`src/hw/rtl/lcg48r_pkg.sv`:
```
// Shared types, opcodes and constants of the bounded 48-bit LCG block.
`timescale 1ns / 1ps

package lcg48r_pkg;

  // Operation codes of an input item.
  localparam logic [1:0] OP_DRAW48 = 2'd0;
  localparam logic [1:0] OP_DRAW32 = 2'd1;
  localparam logic [1:0] OP_LOAD   = 2'd2;

  // Generator constants: r = (LCG_MULT * s + LCG_INC) mod 2^48.
  localparam int unsigned MPLIER_W = 35;
  localparam logic [MPLIER_W-1:0] LCG_MULT = 35'd25214903917;
  localparam logic [47:0] LCG_INC = 48'd11;

  // A 48-bit draw with a nonzero bound below this value is scaled, not reduced.
  localparam logic [63:0] SMALL_BOUND = 64'h0000_0000_0001_0000;

  // Iteration counts of the sequencer steps.
  localparam int unsigned CNT_W = 6;
  localparam logic [CNT_W-1:0] CNT_LCG   = 6'd35;
  localparam logic [CNT_W-1:0] CNT_SCL16 = 6'd16;
  localparam logic [CNT_W-1:0] CNT_SCL32 = 6'd32;
  localparam logic [CNT_W-1:0] CNT_DIV   = 6'd48;

  // Request to and answer from the shared adder.
  typedef struct packed {
    logic [63:0] a;
    logic [63:0] b;
    logic        sub;
  } alu_req_t;

  typedef struct packed {
    logic [63:0] sum;
    logic        cout;
  } alu_rsp_t;

endpackage

```
`src/hw/rtl/lcg48r_alu.sv`:
```
// Shared 64-bit adder and subtractor with carry out.
`timescale 1ns / 1ps

module lcg48r_alu (
  input  lcg48r_pkg::alu_req_t req,
  output lcg48r_pkg::alu_rsp_t rsp
);

  logic [63:0] b_op;
  logic [64:0] total;

  // Subtraction is a + ~b + 1; a carry out then means a >= b.
  assign b_op  = req.sub ? ~req.b : req.b;
  assign total = {1'b0, req.a} + {1'b0, b_op} + {64'b0, req.sub};

  assign rsp.sum  = total[63:0];
  assign rsp.cout = total[64];

endmodule

```
`src/hw/rtl/bounded_lcg48_random.sv`:
```
// Top level of the bounded 48-bit LCG: handshakes, seed store and sequencer.
`timescale 1ns / 1ps
//
//  Channel   Direction  Handshake          Payload
//  in_*      input      in_valid/in_stall  opcode, use_given_seed, given_seed, upper_bound
//  out_*     output     out_valid/out_stall value
//
//  A seed load or an unused opcode passes from transfer through res_r to the output register.
//  A draw runs the LCG multiply on the shared adder, then nothing more (no bound), a
//  scaling multiply (small 48-bit bound or 32-bit bound) or a restoring modulo, then S_OUT.
//  The single shared 64-bit adder does one add per cycle in each of these steps.
//  Reset is synchronous and active low; it clears the stored seed to zero.
//  A stalled result stays in the output register while the next item is taken.
//
module bounded_lcg48_random (
  input  logic        clk,
  input  logic        rst_n,
  input  logic        in_valid,
  output logic        in_stall,
  input  logic [1:0]  in_opcode,
  input  logic        in_use_given_seed,
  input  logic [47:0] in_given_seed,
  input  logic [63:0] in_upper_bound,
  output logic        out_valid,
  input  logic        out_stall,
  output logic [47:0] out_value
);

  // Sequencer states.
  localparam logic [2:0] S_IDLE = 3'd0;
  localparam logic [2:0] S_LCG  = 3'd1;
  localparam logic [2:0] S_SCL  = 3'd2;
  localparam logic [2:0] S_DIV  = 3'd3;
  localparam logic [2:0] S_OUT  = 3'd4;

  localparam int unsigned MW = lcg48r_pkg::MPLIER_W;

  // Control registers.
  logic [2:0]  state_r, state_nxt;
  logic        out_valid_r, out_valid_nxt;
  logic [47:0] seed_r, seed_nxt;

  // Working registers of the current item.
  logic [1:0]                  op_r, op_nxt;
  logic                        use_r, use_nxt;
  logic [63:0]                 bound_r, bound_nxt;
  logic [63:0]                 acc_r, acc_nxt;
  logic [63:0]                 mcand_r, mcand_nxt;
  logic [MW-1:0]               mplier_r, mplier_nxt;
  logic [lcg48r_pkg::CNT_W-1:0] cnt_r, cnt_nxt;
  logic [47:0]                 rem_r, rem_nxt;
  logic [47:0]                 dvd_r, dvd_nxt;
  logic [47:0]                 res_r, res_nxt;
  logic [47:0]                 out_value_r, out_value_nxt;

  lcg48r_pkg::alu_req_t alu_req;
  lcg48r_pkg::alu_rsp_t alu_rsp;

  logic        in_xfer;
  logic        out_load;
  logic [63:0] mult_acc;
  logic [48:0] trial;
  logic [47:0] rem_step;
  logic [47:0] r_val;

  lcg48r_alu u_alu (
    .req (alu_req),
    .rsp (alu_rsp)
  );

  // Items are taken only while the sequencer is idle; the output register
  // decouples this from the result side.
  assign in_stall  = (state_r != S_IDLE);
  assign in_xfer   = in_valid && !in_stall;
  assign out_valid = out_valid_r;
  assign out_value = out_value_r;

  // The adder either accumulates a shifted multiplicand or, during the
  // modulo, tries to subtract the bound from the shifted-in partial remainder.
  assign trial = {rem_r, dvd_r[47]};

  always_comb begin
    if (state_r == S_DIV) begin
      alu_req.a   = {15'b0, trial};
      alu_req.b   = bound_r;
      alu_req.sub = 1'b1;
    end else begin
      alu_req.a   = acc_r;
      alu_req.b   = mcand_r;
      alu_req.sub = 1'b0;
    end
  end

  // One shift-and-add step: add only when the current multiplier bit is set.
  assign mult_acc = mplier_r[0] ? alu_rsp.sum : acc_r;
  assign r_val    = mult_acc[47:0];
  assign rem_step = alu_rsp.cout ? alu_rsp.sum[47:0] : trial[47:0];

  always_comb begin
    state_nxt  = state_r;
    seed_nxt   = seed_r;
    op_nxt     = op_r;
    use_nxt    = use_r;
    bound_nxt  = bound_r;
    acc_nxt    = acc_r;
    mcand_nxt  = mcand_r;
    mplier_nxt = mplier_r;
    cnt_nxt    = cnt_r;
    rem_nxt    = rem_r;
    dvd_nxt    = dvd_r;
    res_nxt    = res_r;
    out_load   = 1'b0;

    case (state_r)
      S_IDLE: begin
        if (in_xfer) begin
          op_nxt    = in_opcode;
          use_nxt   = in_use_given_seed;
          bound_nxt = in_upper_bound;
          case (in_opcode)
            lcg48r_pkg::OP_DRAW48, lcg48r_pkg::OP_DRAW32: begin
              // Start the multiply with the increment already in the sum.
              acc_nxt    = {16'b0, lcg48r_pkg::LCG_INC};
              mcand_nxt  = {16'b0, (in_use_given_seed ? in_given_seed : seed_r)};
              mplier_nxt = lcg48r_pkg::LCG_MULT;
              cnt_nxt    = lcg48r_pkg::CNT_LCG;
              state_nxt  = S_LCG;
            end
            lcg48r_pkg::OP_LOAD: begin
              seed_nxt  = in_given_seed;
              res_nxt   = in_given_seed;
              state_nxt = S_OUT;
            end
            default: begin
              // The unused opcode leaves the seed alone and returns zero.
              res_nxt   = 48'b0;
              state_nxt = S_OUT;
            end
          endcase
        end
      end

      S_LCG: begin
        acc_nxt    = mult_acc;
        mcand_nxt  = {mcand_r[62:0], 1'b0};
        mplier_nxt = {1'b0, mplier_r[MW-1:1]};
        cnt_nxt    = cnt_r - 1'b1;
        if (cnt_r == 1) begin
          // Only the low 48 bits of the sum matter: the product is mod 2^48.
          if (!use_r) begin
            seed_nxt = r_val;
          end
          if (op_r == lcg48r_pkg::OP_DRAW48) begin
            if (bound_r == 64'b0) begin
              res_nxt   = r_val;
              state_nxt = S_OUT;
            end else if (bound_r < lcg48r_pkg::SMALL_BOUND) begin
              acc_nxt    = 64'b0;
              mcand_nxt  = {16'b0, r_val};
              mplier_nxt = {{(MW-16){1'b0}}, bound_r[15:0]};
              cnt_nxt    = lcg48r_pkg::CNT_SCL16;
              state_nxt  = S_SCL;
            end else begin
              rem_nxt   = 48'b0;
              dvd_nxt   = r_val;
              cnt_nxt   = lcg48r_pkg::CNT_DIV;
              state_nxt = S_DIV;
            end
          end else begin
            if (bound_r[31:0] == 32'b0) begin
              res_nxt   = {16'b0, r_val[31:0]};
              state_nxt = S_OUT;
            end else begin
              acc_nxt    = 64'b0;
              mcand_nxt  = {32'b0, r_val[31:0]};
              mplier_nxt = {{(MW-32){1'b0}}, bound_r[31:0]};
              cnt_nxt    = lcg48r_pkg::CNT_SCL32;
              state_nxt  = S_SCL;
            end
          end
        end
      end

      S_SCL: begin
        acc_nxt    = mult_acc;
        mcand_nxt  = {mcand_r[62:0], 1'b0};
        mplier_nxt = {1'b0, mplier_r[MW-1:1]};
        cnt_nxt    = cnt_r - 1'b1;
        if (cnt_r == 1) begin
          if (op_r == lcg48r_pkg::OP_DRAW48) begin
            res_nxt = {32'b0, mult_acc[63:48]};
          end else begin
            res_nxt = {16'b0, mult_acc[63:32]};
          end
          state_nxt = S_OUT;
        end
      end

      S_DIV: begin
        // Restoring modulo: one dividend bit per cycle, MSB first.
        rem_nxt = rem_step;
        dvd_nxt = {dvd_r[46:0], 1'b0};
        cnt_nxt = cnt_r - 1'b1;
        if (cnt_r == 1) begin
          res_nxt   = rem_step;
          state_nxt = S_OUT;
        end
      end

      S_OUT: begin
        // Wait here only while an older result is still stalled.
        if (!out_valid_r || !out_stall) begin
          out_load  = 1'b1;
          state_nxt = S_IDLE;
        end
      end

      default: begin
        state_nxt = S_IDLE;
      end
    endcase
  end

  always_comb begin
    out_value_nxt = out_value_r;
    out_valid_nxt = out_valid_r;
    if (out_load) begin
      out_value_nxt = res_r;
      out_valid_nxt = 1'b1;
    end else if (out_valid_r && !out_stall) begin
      out_valid_nxt = 1'b0;
    end
  end

  // Control state and the stored seed are reset.
  always_ff @(posedge clk) begin
    if (!rst_n) begin
      state_r     <= S_IDLE;
      out_valid_r <= 1'b0;
      seed_r      <= 48'b0;
    end else begin
      state_r     <= state_nxt;
      out_valid_r <= out_valid_nxt;
      seed_r      <= seed_nxt;
    end
  end

  // Payload registers carry no reset.
  always_ff @(posedge clk) begin
    op_r        <= op_nxt;
    use_r       <= use_nxt;
    bound_r     <= bound_nxt;
    acc_r       <= acc_nxt;
    mcand_r     <= mcand_nxt;
    mplier_r    <= mplier_nxt;
    cnt_r       <= cnt_nxt;
    rem_r       <= rem_nxt;
    dvd_r       <= dvd_nxt;
    res_r       <= res_nxt;
    out_value_r <= out_value_nxt;
  end

  // In the cycle after an item is taken, the block stalls its input.
  a_busy_after_xfer: assert property (@(posedge clk) disable iff (!rst_n)
    in_xfer |=> in_stall)
    else $error("input taken while the previous item was just accepted");

  // The seed changes only at the end of the LCG step or on a seed load.
  a_seed_hold: assert property (@(posedge clk) disable iff (!rst_n)
    (state_r != S_LCG && !(in_xfer && in_opcode == lcg48r_pkg::OP_LOAD))
    |=> $stable(seed_r))
    else $error("stored seed changed outside a draw or load");

  // The partial remainder never reaches the bound during the modulo.
  a_rem_below_bound: assert property (@(posedge clk) disable iff (!rst_n)
    (state_r == S_DIV) |-> ({16'b0, rem_r} < bound_r))
    else $error("partial remainder reached the bound");

  // A fresh result only appears after the sequencer has finished an item.
  a_result_source: assert property (@(posedge clk) disable iff (!rst_n)
    $rose(out_valid_r) |-> ($past(state_r) == S_OUT))
    else $error("result raised without a finished item");

endmodule

```
`config.mk`:
```
export PLATFORM = sky130hd
export DESIGN_NAME = bounded_lcg48_random
export DESIGN_NICKNAME = d
export VERILOG_FILES = /design/src/hw/rtl/lcg48r_pkg.sv /design/src/hw/rtl/lcg48r_alu.sv /design/src/hw/rtl/bounded_lcg48_random.sv
export SDC_FILE = /design/constraint.sdc
export NUM_CORES = 1
export LEC_CHECK = 0
export ABC_AREA = 1
export BUFFER_PORTS_ARGS = -buffer_cell sky130_fd_sc_hd__buf_2
export CAP_MARGIN = 20
export CORE_ASPECT_RATIO = 0.7
export CORE_MARGIN = 2
export CORE_UTILIZATION = 49
export CTS_CLUSTER_DIAMETER = 80
export DETAILED_ROUTE_END_ITERATION = 8
export PLACE_DENSITY = 0.66
export SLEW_MARGIN = 20
export SYNTH_ARGS = -nofsm -noshare
export SYNTH_HDL_FRONTEND = slang
export SYNTH_HIERARCHICAL = 1
export SYNTH_SLANG_ARGS = --single-unit
export TNS_END_PERCENT = 1
```
`constraint.sdc`:
```
create_clock -name clk -period 21.7 [get_ports clk]
set_input_delay 1.085 -clock clk [delete_from_list [all_inputs] [get_ports clk]]
set_output_delay 1.085 -clock clk [all_outputs]
set_load 0.03 [all_outputs]
```
-- Word-level counts from Yosys, hierarchy flattened
Cells that the tools add are included.
W data, S select, Z words.
- add/subtract/negate cells: 3
- order comparisons: 1
- equality and inequality tests: 22
- reduce and logical (&&, ||, !) cells: 27
- bitwise logic cells: 1
- muxes and demuxes: 76
- operator list (operator ; number):
    $mux W64 ; 16
    $mux W48 ; 21
    $pmux W48 S2 ; 4
    $pmux W64 S3 ; 2
    $pmux W48 S4 ; 1
    $mux W35 ; 4
    $mux W129 ; 1
    $pmux W35 S3 ; 1
    $mux W34 ; 3
    $add A64 B64 Y65 ; 1
    $add A65 B1 Y65 ; 1
    $logic_not A64 Y1 ; 1
    $lt A64 B17 Y1 const B ; 1
    $not A64 Y64 ; 1
    $mux W6 ; 7
    $logic_not A32 Y1 ; 1
    $mux W32 ; 1
    $mux W3 ; 8
    $ne A2 B2 Y1 const B ; 9
    $pmux W6 S3 ; 1
    $pmux W3 S4 ; 1
    $reduce_and A5 Y1 ; 2
    $reduce_bool A3 Y1 ; 3
    $ne A2 B1 Y1 const B ; 4
    other kinds (21) ; 35
- logic and storage cells: 144
- bits of input ports: 119
- register bits after elaboration: 480

-- Longest topological paths before layout
Gate-level depths: netlist (run 1).
- depth after elaboration: 12
- mapped depth: 29

-- By module
Netlist (run 1), hierarchy kept.
- by module, submodules not included (module ; times used ; area an instance (um^2) ; seq. area each (um^2) ; cells an instance):
    bounded_lcg48_random ; 1 ; 23806.6 ; 13893.3 ; 2619
    lcg48r_alu ; 1 ; 5883.1 ; 0.0 ; 1167

-- Worst setup path after synthesis (run 1)
Ideal clock, no wire load.
- kind: in2reg
- start: input port in_opcode[1]
- end: register acc_r[0], enable pin
- data required time: 20.614 ns
- path buffers: 0
- stages on the path: 3
- arrival: 16.544 ns
- setup slack: 4.070 ns
- library setup time: 1.086 ns
- path through: inv_1 -> nor2_1 -> nor4_1
- word-level cells in the longest chain between the ends: 4
- elaborated cells between the ends (all ways): 5
- those cells by class: eq/ne (2); reduce/logical (3)
- RTL lines (item ; line ; RTL):
    from (decl) ; bounded_lcg48_random.sv:20 ; input logic [1:0] in_opcode,
    $eq A2 B1 Y1 / $logic_not A2 Y1 (equally long branches) ; bounded_lcg48_random.sv:120 ; case (in_opcode)
    $reduce_or A2 Y1 * ; bounded_lcg48_random.sv:120 ;
    $ne A2 B1 Y1 (no line) * ; -- ;
    $reduce_and A3 Y1 (no line) * ; -- ;
    to (signal assigned) ; bounded_lcg48_random.sv:253 ; acc_r <= acc_nxt;
    to (decl) ; bounded_lcg48_random.sv:47 ; logic [63:0] acc_r, acc_nxt;
Every way passes the cells marked *; elsewhere a longest branch is shown, timed or not.
A chain may end at the register's enable or synchronous reset.

==> results of run 1 <==
==> logic make-up after synthesis <==
family	after synthesis
flops	480
fa+ha+maj	66
compound gates	811
buf+inv	687
mux	18
xor+xnor	100
simple gates	1624
==> layout make-up <==
class | count | share of cell area (%)
Sequential cell | 480 | 42.4
Inverter | 509 | 5.84
Tap cell | 808 | 3.09
Timing Repair Buffer | 216 | 3.67
Multi-Input combinational cell | 2619 | 40.3
Clock buffer | 61 | 3.91
Clock inverter | 28 | 0.757
==> sequential cells by signal, summed over array words and instances (netlist names) <==
name and cells:
rem_r 48, out_value 48, dvd_r 48, res_r 48
op_r 2, acc_r 64, cnt_r 6, seed_r 48
mplier_r 35, state_r 3, mcand_r 64, bound_r 64
use_r 1, out_valid 1
==> synthesized netlist by cell type (16+ instances only) <==
master and number:
nand2_1 1081, inv_1 492, edfxtp_1 428, o21ai_0 381, a21oi_1 284, nor2_1 249, nand3_1 146, clkbuf_1 109
xor2_1 99, ha_1 65, buf_2 57, dfxtp_1 52, or2_2 44, a22oi_1 37, nand3b_1 19, nor2_2 19
a21boi_0 18, mux2_2 18, o211ai_1 18, inv_2 16, o2111ai_1 16
==> routing by layer <==
| layer | vias to the layer above | share of wire (%) | global-route usage (%) |
|---|---|---|---|
| met3 | 175 | 13 | 9.04 |
| li1 | 12600 | - | - |
| met5 | - | 0 | 0 |
| met1 | 12500 | 43 | 48.1 |
| met2 | 1589 | 40 | 45.9 |
| met4 | 0 | 3.1 | 9.81 |
==> through the flow <==
step / area [um^2] / std cells / hold WS [ps] / setup slack, ps / utilization, %
finish: 32700 / 4721 / 424 / 14320 / 54.7
global route: 32700 / 4721 / 441 / 13900 / 54.7
CTS: 32700 / 4721 / 422 / 14670 / 54.7
detailed placement: 31200 / 4632 / 405 / 14680 / 52.1
global placement: 31200 / 4632 / 404 / 14820 / 52.1
floorplan: 29700 / 3786 / 400 / 4070 / -
==> worst paths after layout <==
kind / end
max: res_r[11]
min: out_value[39]
max reg2reg: res_r[11]
min reg2reg: out_value[39]
==> summary.txt, run 1 <==
Crit-path max FO = 74
Worst slew pin tran = 1080 ps
Fillers = 5731
Main synth FF type = edfxtp_1
Placer Congestion = 1.05
# port buffers = 168
Total grt overflow = 0
First-pass GRT wire length = 153000 um
CTS tree = done
Tot GR Track Use = 32.5%
Post-Synth Adder-Cell Area = 2.81%
Core Box Area = 0.0599 mm^2
Die area = 0.0626 mm^2
Post-detail-place hpwl = 74600 um
Register Area = 0.0139 mm^2
DRC = 0
CTS Buf Count = 49
Post-synth EDFFs = 428
Final period demand of the worst path = 7380 ps
Critical hold path startpoint = res_r[39]
Largest family of logic cells by synthesized area = simple AND/OR/NAND/NOR gates
Syn Area/Cell = 7.84 um^2
Post-CTS setup buffers = 0
Horiz. Die Dim = 298 um
Largest net degree at the start of global routing = 95
Worst-Skew Late Latency = 620 ps
Seq cells post-synth = 480
Max Slew Vio Count = 0
H-tree depth = 2
Yosys top cell area share = 43.3%
Syn nets = 3971
Worst Setup SP = state_r[0]
R2R cell count = 22
Maxcap violations = 0
Worst-path clk slew = 60 ps
Setup Crit Path Kind = reg -> reg
Post-DR wirelength/cell = 22.0 um
DR iter-0 viols = 3551
Fmax = 136 MHz
Cell count of the worst hold path = 0
Sequential fraction of the synthesis area = 46.8%
Vias in the first global route = 24200
Flop2flop setup slack = 14320 ps
Crit-path max cell delay = 820 ps
Async SR Flop Fraction = 0%
Run status = completed
FP Rows = 75
First-pass iteration count of the detailed router = 7
Via/cell ratio = 5.70
Critical Path Sink Type = flip-flop
DR vias = 26900
Simple-gate portion of the synthesized area = 22.7%
Critical Path AT = 7700 ps
Synth top area cells = edfxtp_1 (43%), nand2_1 (14%), o21ai_0 (6.4%)
Worst-case clock buffer depth = 3
Data required time of the critical path = 22030 ps
Setup_tns = 0 ps
# IOs = 169
FF-to-FF Start = state_r[0]
Mux cell area share after synthesis = 0.683%
Hold Vio Cnt, Final = 0
Post-Route Skew = 20.5 ps
Yosys warns = 6
Antenna violations before repair = 1
# hold bufs at CTS = 0
Most frequent cells in the layout = nand2_1 (1079), inv_1 (490), edfxtp_1 (428)
Net count, final = 4060
CP top delay family = buffers and inverters
ANT cells = 0
Hold Crit Class = reg -> reg
Finish-stage setup viols = 0
CP Buf/Inv Count = 5
Slowest cell on the critical path = buf_4
Cell count after synthesis = 3786
Die H = 210 um
Starting Density = 49.6%
CTS resizes = 0
Commonest non-fill, non-tap cell in the layout = nand2_1
Rel. slew slack = 28.3%
CP Launch Type = flip-flop
Multi-input logic area = 0.0132 mm^2
Share of cells above drive strength 1 = 11.2%
Worst path depth = 22
Critical path cell sequence = nand2_1, nor2_4, buf_4, buf_4, buf_4, buf_4, xor2_1, ha_1, nand2_1, inv_1, a21oi_1, o21bai_1, a21oi_1, nand2_2, nand2_1, nand2_1, nand2_1, nand2_1, nand2_1, o21ai_0, nor2_1, o2111ai_1
Synth Cell Area = 0.0297 mm^2
CP most frequent cell = nand2_1
Post-synthesis xor/xnor area fraction = 2.95%
Post-synth top area cell = edfxtp_1
Clock Tree Root = clkbuf_16
Area Overhead vs Synth = 10.2%
Post-synthesis compound-gate area fraction = 15.0%
Unrepaired setup endpoints after global routing = false
TritonCTS Sinks = 480
Tcrit/Tclk final = 34.0%
Final wirelength = 104000 um
ANT nets after route = 0
Yosys cell types = 50
Power of run 1 is left out: the tool's default activity adds up to more than one toggle a clock period on the data nets, which glitch-free logic cannot reach.
==> inputs of run 2 (changes only) <==
- PLACE_DENSITY: 0.66 -> 0.69
- clock period: 21.7 -> 6.2 ns (I/O delays scaled with it)
==> summary.txt, run 2 (same netlist as run 1, synthesis figures left out) <==
Rel. slew slack = 17.3%
DRC = 0
Final wirelength = 109000 um
Top Registers = acc_r x64, bound_r x64, mcand_r x64
Unrepaired setup endpoints after global routing = false
# port buffers = 168
Starting Density = 49.6%
Data required time of the critical path = 6520 ps
Area Overhead vs Synth = 14.0%
Post-detail-place hpwl = 79800 um
Hold Vio Cnt, Final = 0
Horiz. Die Dim = 298 um
FP Rows = 75
Die H = 210 um
Crit-path max FO = 55
Slowest cell on the critical path = dfxtp_1
CP most frequent cell = nand2_1
Critical path cell sequence = nand2_1, nor2_4, buf_12, buf_12, buf_4, xor2_1, ha_1, nand2_1, nor2_1, nand2_1, inv_1, nand2_1, nand2_1, nand3_1, nand3_1, nand2_1, nand2_2, buf_4, o21ai_0, nand2_1, inv_1, a21oi_1, o311ai_0
Fmax = 172 MHz
Core Box Area = 0.0599 mm^2
Hold Crit Class = in -> reg
FF-to-FF Start = state_r[0]
DR iter-0 viols = 3804
Share of cells above drive strength 1 = 11.7%
Worst-Skew Late Latency = 620 ps
Commonest non-fill, non-tap cell in the layout = nand2_1
Run status = completed
CTS tree = done
Net count, final = 4140
TritonCTS Sinks = 480
Worst Setup SP = state_r[0]
Critical Path Sink Type = flip-flop
Die area = 0.0626 mm^2
Setup Crit Path Kind = reg -> reg
Total grt overflow = 0
# IOs = 169
Antenna violations before repair = 0
Worst slew pin tran = 1230 ps
Post-route cell area = 0.0338 mm^2
Critical Path AT = 6120 ps
CTS resizes = 0
First-pass GRT wire length = 161000 um
CTS Buf Count = 48
Clock Tree Root = clkbuf_16
Post-Route Skew = 24.5 ps
Maxcap violations = 0
Post-DR wirelength/cell = 22.8 um
Via/cell ratio = 5.72
Worst-path clk slew = 70 ps
DR vias = 27500
First-pass iteration count of the detailed router = 6
ANT nets after route = 0
Area after DPL = 0.0314 mm^2
Max Slew Vio Count = 0
Tot GR Track Use = 34.3%
Final period demand of the worst path = 5800 ps
Placer Congestion = 1.07
Finish-stage setup viols = 0
Most frequent cells in the layout = nand2_1 (1079), inv_1 (488), edfxtp_1 (428)
Largest net degree at the start of global routing = 91
CP Launch Type = flip-flop
Crit-path max cell delay = 510 ps
H-tree depth = 2
Critical hold path startpoint = out_stall
Hold_ws = 18.8 ps
Worst-case clock buffer depth = 3
Tcrit/Tclk final = 93.6%
Vias in the first global route = 25100
## run 2: cell types whose count changed in the layout (fill, tap and decap cells not counted), sizes merged
cell,before,now
buf,216,231
bufinv,3,9
clkbuf,61,58
clkinv,19,18
clkinvlp,3,2
diode,0,1
dlygate4sd3,0,66
## run 2: final timing paths
check / end / slack, ps / cells past startpoint
worst max-delay path: res_r[16] / 400 / 23
worst max register to register: res_r[16] / 400 / 23
worst min register to register: out_value[42] / 420 / 0
worst min-delay path: out_valid / 20 / 3
## run 2: cell type report
| class | count | area [um^2] |
|---|---|---|
| multi-input cells | 2619 | 13200 |
| repair buffers | 297 | 2070 |
| clock inverters | 32 | 453 |
| inverters | 509 | 1920 |
| well taps | 808 | 1010 |
| clock buffers | 58 | 1290 |
| flip-flops and latches | 480 | 13900 |
| fillers | 5646 | 26000 |
| diodes | 1 | 2.50 |
## run 2: layer usage
metal | wire (um) | global-route usage [%]
met4 | 3660 | 10.9
met1 | 46200 | 50.2
met2 | 45200 | 49.6
met5 | 0 | 0
met3 | 14400 | 8.90
## run 2: timing repair
item	in CTS	in global routing
hold endpoints to repair	66	0
hold buffers	66	0
setup buffers	0	0
setup endpoints to repair	0	0
## run 2: critical path: cells and delay by family (launching register included)
| kind | cells | cell delay [ps] |
|---|---|---|
| AO/OA/AOI/OAI | 3 | 570 |
| XOR/XNOR | 1 | 120 |
| adder cells (fa/ha/maj) | 1 | 380 |
| buffers and inverters | 6 | 1520 |
| flip-flops | 1 | 510 |
| AND/OR/NAND/NOR | 12 | 2260 |
## run 2: metrics by stage
step / std cells / setup WS, ps / TNS (ps) / util (%)
after global routing: 4803 / 83.1 / 0 / 56.5
after detailed placement: 4647 / 670 / 0 / 52.5
final: 4804 / 400 / 0 / 56.5
after floorplan: 3786 / -189 / -31780 / -
after CTS: 4803 / 655 / 0 / 56.5
after global placement: 4647 / 761 / 0 / 52.5
Power of run 2 is left out for the same reason.
